`config.mk`:
```
export PLATFORM = sky130hd
export DESIGN_NAME = chxy_stage
export DESIGN_NICKNAME = d
export VERILOG_FILES = /design/src/rtl/chxy_pkg.sv /design/src/rtl/chxy_stage.sv
export SDC_FILE = /design/constraint.sdc
export NUM_CORES = 1
export LEC_CHECK = 0
export ABC_AREA = 1
export BUFFER_PORTS_ARGS = -buffer_cell sky130_fd_sc_hd__buf_4
export CAP_MARGIN = 20
export CORE_ASPECT_RATIO = 0.75
export CORE_MARGIN = 4
export CORE_UTILIZATION = 30
export DETAILED_ROUTE_END_ITERATION = 12
export GPL_TIMING_DRIVEN = 0
export PLACE_DENSITY_LB_ADDON = 0.08
export SYNTH_ARGS = -nofsm -noshare
export SYNTH_HDL_FRONTEND = slang
export SYNTH_SLANG_ARGS = --single-unit
```
`constraint.sdc`:
```
create_clock -name clock -period 2.9 [get_ports clock]
set_input_delay 0.58 -clock clock [delete_from_list [all_inputs] [get_ports clock]]
set_output_delay 0.58 -clock clock [all_outputs]
set_load 0.005 [all_outputs]
```
`src/rtl/chxy_pkg.sv`:
```
// shared types, constants and arctangent table for the compass heading block
package chxy_pkg;

   // default number of cordic iterations, and the arctangent table size
   localparam int CORDIC_STAGES_DEFAULT = 16;
   localparam int ATAN_TABLE_LEN        = 24;
   localparam int IDX_W                 = 5;

   // input field width and fixed-point formats
   localparam int COMP_W         = 16;
   localparam int PRESCALE_SHIFT = 14;
   // datapath: magnitude stays below 2^31, one spare bit above that
   localparam int DATA_W         = 33;
   // angle accumulator in 1/256 centidegree, base plus full sum stays below 2^23
   localparam int ANGLE_W        = 25;
   localparam int ANGLE_FRAC_SH  = 8;
   // rounded centidegrees before wrapping
   localparam int CD_W           = 17;
   localparam int HEADING_W      = 16;

   localparam logic signed [ANGLE_W-1:0] HALF_TURN_UNITS = ANGLE_W'(4608000);
   localparam logic signed [ANGLE_W-1:0] ANGLE_HALF_LSB  = ANGLE_W'(128);
   localparam logic signed [CD_W-1:0]    FULL_TURN_CD    = CD_W'(36000);

   // control that travels with each item down the pipeline
   typedef struct packed {
      logic valid;
      logic zero;
   } chxy_ctl_type;

   typedef logic signed [DATA_W-1:0]  data_type;
   typedef logic signed [ANGLE_W-1:0] angle_type;

   // atan(2^-i) in 1/256 centidegree, rounded to nearest
   function automatic angle_type atan_units(input logic [IDX_W-1:0] idx);
      angle_type val;
      case (idx)
         5'd0:    val = ANGLE_W'(1152000);
         5'd1:    val = ANGLE_W'(680065);
         5'd2:    val = ANGLE_W'(359328);
         5'd3:    val = ANGLE_W'(182400);
         5'd4:    val = ANGLE_W'(91554);
         5'd5:    val = ANGLE_W'(45822);
         5'd6:    val = ANGLE_W'(22916);
         5'd7:    val = ANGLE_W'(11459);
         5'd8:    val = ANGLE_W'(5730);
         5'd9:    val = ANGLE_W'(2865);
         5'd10:   val = ANGLE_W'(1432);
         5'd11:   val = ANGLE_W'(716);
         5'd12:   val = ANGLE_W'(358);
         5'd13:   val = ANGLE_W'(179);
         5'd14:   val = ANGLE_W'(90);
         5'd15:   val = ANGLE_W'(45);
         5'd16:   val = ANGLE_W'(22);
         5'd17:   val = ANGLE_W'(11);
         5'd18:   val = ANGLE_W'(6);
         5'd19:   val = ANGLE_W'(3);
         5'd20:   val = ANGLE_W'(1);
         5'd21:   val = ANGLE_W'(1);
         default: val = '0;
      endcase
      return val;
   endfunction

endpackage

```
`src/rtl/chxy_stage.sv`:
```
// one registered vectoring cordic iteration
module chxy_stage #(
   parameter int STAGE_IDX = 0
) (
   input  logic                     clock,
   input  logic                     reset,
   input  chxy_pkg::chxy_ctl_type   in_ctl,
   input  chxy_pkg::data_type       in_x,
   input  chxy_pkg::data_type       in_y,
   input  chxy_pkg::angle_type      in_z,
   output chxy_pkg::chxy_ctl_type   out_ctl,
   output chxy_pkg::data_type       out_x,
   output chxy_pkg::data_type       out_y,
   output chxy_pkg::angle_type      out_z
);

   chxy_pkg::chxy_ctl_type ctl_ff;
   chxy_pkg::data_type     x_ff, x_in;
   chxy_pkg::data_type     y_ff, y_in;
   chxy_pkg::angle_type    z_ff, z_in;
   chxy_pkg::data_type     dx, dy;
   chxy_pkg::angle_type    step_angle;

   // rotate toward the x axis, direction picked by the sign of y
   always_comb begin
      dx         = in_y >>> STAGE_IDX;
      dy         = in_x >>> STAGE_IDX;
      step_angle = chxy_pkg::atan_units(chxy_pkg::IDX_W'(STAGE_IDX));
      if (!in_y[chxy_pkg::DATA_W-1]) begin
         x_in = in_x + dx;
         y_in = in_y - dy;
         z_in = in_z + step_angle;
      end else begin
         x_in = in_x - dx;
         y_in = in_y + dy;
         z_in = in_z - step_angle;
      end
   end

   // control register
   always_ff @(posedge clock) begin
      if (reset) begin
         ctl_ff <= '0;
      end else begin
         ctl_ff <= in_ctl;
      end
   end

   // payload registers
   always_ff @(posedge clock) begin
      x_ff <= x_in;
      y_ff <= y_in;
      z_ff <= z_in;
   end

   assign out_ctl = ctl_ff;
   assign out_x   = x_ff;
   assign out_y   = y_ff;
   assign out_z   = z_ff;

endmodule

```
==> qor.yml <==
status:
  status: "completed"
sta:
  setup_violations: 0
  timing.final.crit_period_ps: 2664
  rsz0062_at_grt: "false"
  fin_hold_ws_ps: 317.9
  relSlewSlack: 0.3125
  tns_ps: 0
  drv_slew: 0
  hold_violations: 0
  finalCritPeriodShare: 0.9187
  worst_pin_slew_ps: 1031
  fmax_mhz: 375.3
layout:
  area.growth.synth_to_final_pct: 22.50
  final_cell_mix: "nand2_1 (678), inv_1 (367), buf_4 (202), nand3_1 (165), nor2_1 (117)"
  nets: 2229
  drive_gt1_frac: 0.1293
  final_area_um2: 12570
  antenna_cells: 0
  final_common_cell: "nand2_1"
  fin_cells: 2476
floorplan:
  start_util: 0.3048
  fp.dieH_um: 168.2
  die-area_um2: 37270
  die_x_um: 221.6
  ioPinCount: 188
  num_rows: 58
  coreArea_um2: 33670
clock_network:
  ctsHoldBuffers: 0
  clk_pin_slew_worst_paths_ps: 70
  cts_tree: "done"
  cts_sinks: 92
  clk_path_buf_depth: 2
  cts_root_buf: "clkbuf_16"
  cts_buffers: 9
  cts_max_level: 3
place:
  post-dp-hpwl_um: 34980
  placed_cells: 2461
  dpl_cell_area_um2: 12230
  gp_congestion: 0.9169
  port_buffers: 187
critical_path:
  crit_type: "input pin to flop"
  slowest_delay_ps: 560
  critPathLaunchType: "input pin"
  critPathCaptureType: "flop"
  path_cells: "buf_4, buf_2, clkinv_1, clkbuf_4, fa_1, o31ai_4, nand2_1, nand2_1, nand3_1, nand2_1, xor2_1"
  cp_slowest_cell: "fa_1"
  arrival_ps: 2950
  crit_path_frequent_cell: "nand2_1"
  worstPathMaxFanout: 14
  required_ps: 3190
logic_synthesis:
  syn_area_um2: 10260
  synth_top_area_frac: 0.2480
  synth_nets: 2032
  ys_async_sr_fraction: 0
  ys_ff_latch: 92
  synth_warnings: 0
  synth-edff-count: 0
  ys_top_cells_by_area: "nand2_1 (25%), dfxtp_1 (18%), inv_1 (13%)"
  syn_area_per_cell_um2: 5.627
  netlist_instances: 1824
  synth_top_area_cell: "nand2_1"
  yosysUniqueCellTypes: 38
  synth.yosys.seq_area_share: 0.1794
  synth_ff_type: "dfxtp_1"
pwr:
  vdd_ir_drop_max_uv: 319.5
  powerDensity_nw_per_um2: 422.5
  leakagePower_nw: 7.456
detailed_routing:
  num_vias: 11510
  drt-total-wl_um: 41120
  drt_first_pass_iters: 5
  drcViolationCount: 0
  wl_per_cell_um: 16.61
  drtIter0Drc: 848
  vias_per_cell: 4.648
  antenna_left: 0
grt:
  grt_pass1_wl_um: 62200
  antenna_found_initial: 0
  grt-ovfl-total: 0
  groute.usage.overall: 0.2160
  grt_pass1_vias: 10850
  grt_start_max_net_pins: 18
hold_path:
  hold_depth: 1
  min_path_type: "input pin to flop"
job:
  max-cap-violations: 0
[through the flow]
| step | setup WS (ps) | utilization | power (mW) |
|---|---|---|---|
| 4_1_cts | 153.5 | 0.3732 | 5.346 |
| 6_report | 235.7 | 0.3734 | 5.312 |
| 2_1_floorplan | 484.8 | - | 2.895 |
| 5_1_grt | 48.95 | 0.3734 | 5.701 |
| 3_5_place_dp | -217.4 | 0.3632 | 3.925 |
| 3_3_place_gp | -198.8 | 0.3632 | 3.920 |
[area by class of cell]
cell class	count	area, um^2
fillers	3798	21100
multi-input cells	1317	6761
flip-flops and latches	92	1842
repair buffers	187	1404
inverters	370	1389
well taps	450	563.0
plain buffers	44	279.0
clock buffers	9	225.2
clock inverters	7	110.1
[cells in the mapped netlist, types with 2 or more instances]
cell / instances
a21o_1: 2
a21oi_1: 83
a31oi_1: 6
buf_2: 18
buf_4: 15
buf_6: 3
clkbuf_1: 7
dfxtp_1: 92
fa_1: 4
ha_1: 109
inv_1: 367
inv_2: 2
nand2_1: 678
nand2_2: 7
nand3_1: 165
nand4_1: 19
nor2_1: 117
nor2_2: 8
nor3_1: 7
nor3_2: 3
o21a_1: 2
o21ai_0: 42
o21ai_1: 3
o21bai_1: 12
o22ai_1: 4
o31ai_1: 2
xnor2_1: 3
xor2_1: 34
[power breakdown]
part,internal (mW),switching (mW)
Combinational,0.898,1.48
Clock,0.771,0.622
Sequential,1.48,0.0586
[final timing paths]
check | from | endpoint | slack, ps
max | in_y[32] | out_z[24]$_DFF_P_ | 240
min | in_z[3] | out_z[3]$_DFF_P_ | 320
[logic make-up (layout without fill, tap and decap cells)]
logic type,count (synthesis),in the layout,share of synthesized area
xor gates and xnor gates,37,37,0.03157
DFF,92,92,0.1794
adders and majority gates,113,113,0.1407
and+or+nand+nor,1008,1008,0.4011
AOI/OAI and AO/OA,159,159,0.08460
buffers and inverters,415,617,0.1626
[routing by layer]
layer | wire (um) | vias up | track usage
met5 | 0 | - | 0
met4 | 319 | 0 | 0.03046
met3 | 2306 | 14 | 0.03260
met2 | 16350 | 309 | 0.3170
met1 | 22150 | 5245 | 0.3386
li1 | - | 5940 | -
[registers in the layout, indices dropped and copies added, names as in the netlist]
register and cells:
out_z 25, out_x 32, out_y 33, out_ctl 2
[what timing repair did]
item | in CTS | in global routing
gates resized for setup | 0 | 2
setup endpoints to repair | 0 | 3
setup buffers | 0 | 0
[worst max-delay path: cells and delay by family]
| family | cells | cell delay (ps) |
|---|---|---|
| buf+inv | 4 | 930 |
| simple gates | 4 | 380 |
| compound gates | 1 | 330 |
| xor+xnor | 1 | 160 |
| fa+ha+maj | 1 | 560 |
(Power assumes the default switching activity.)
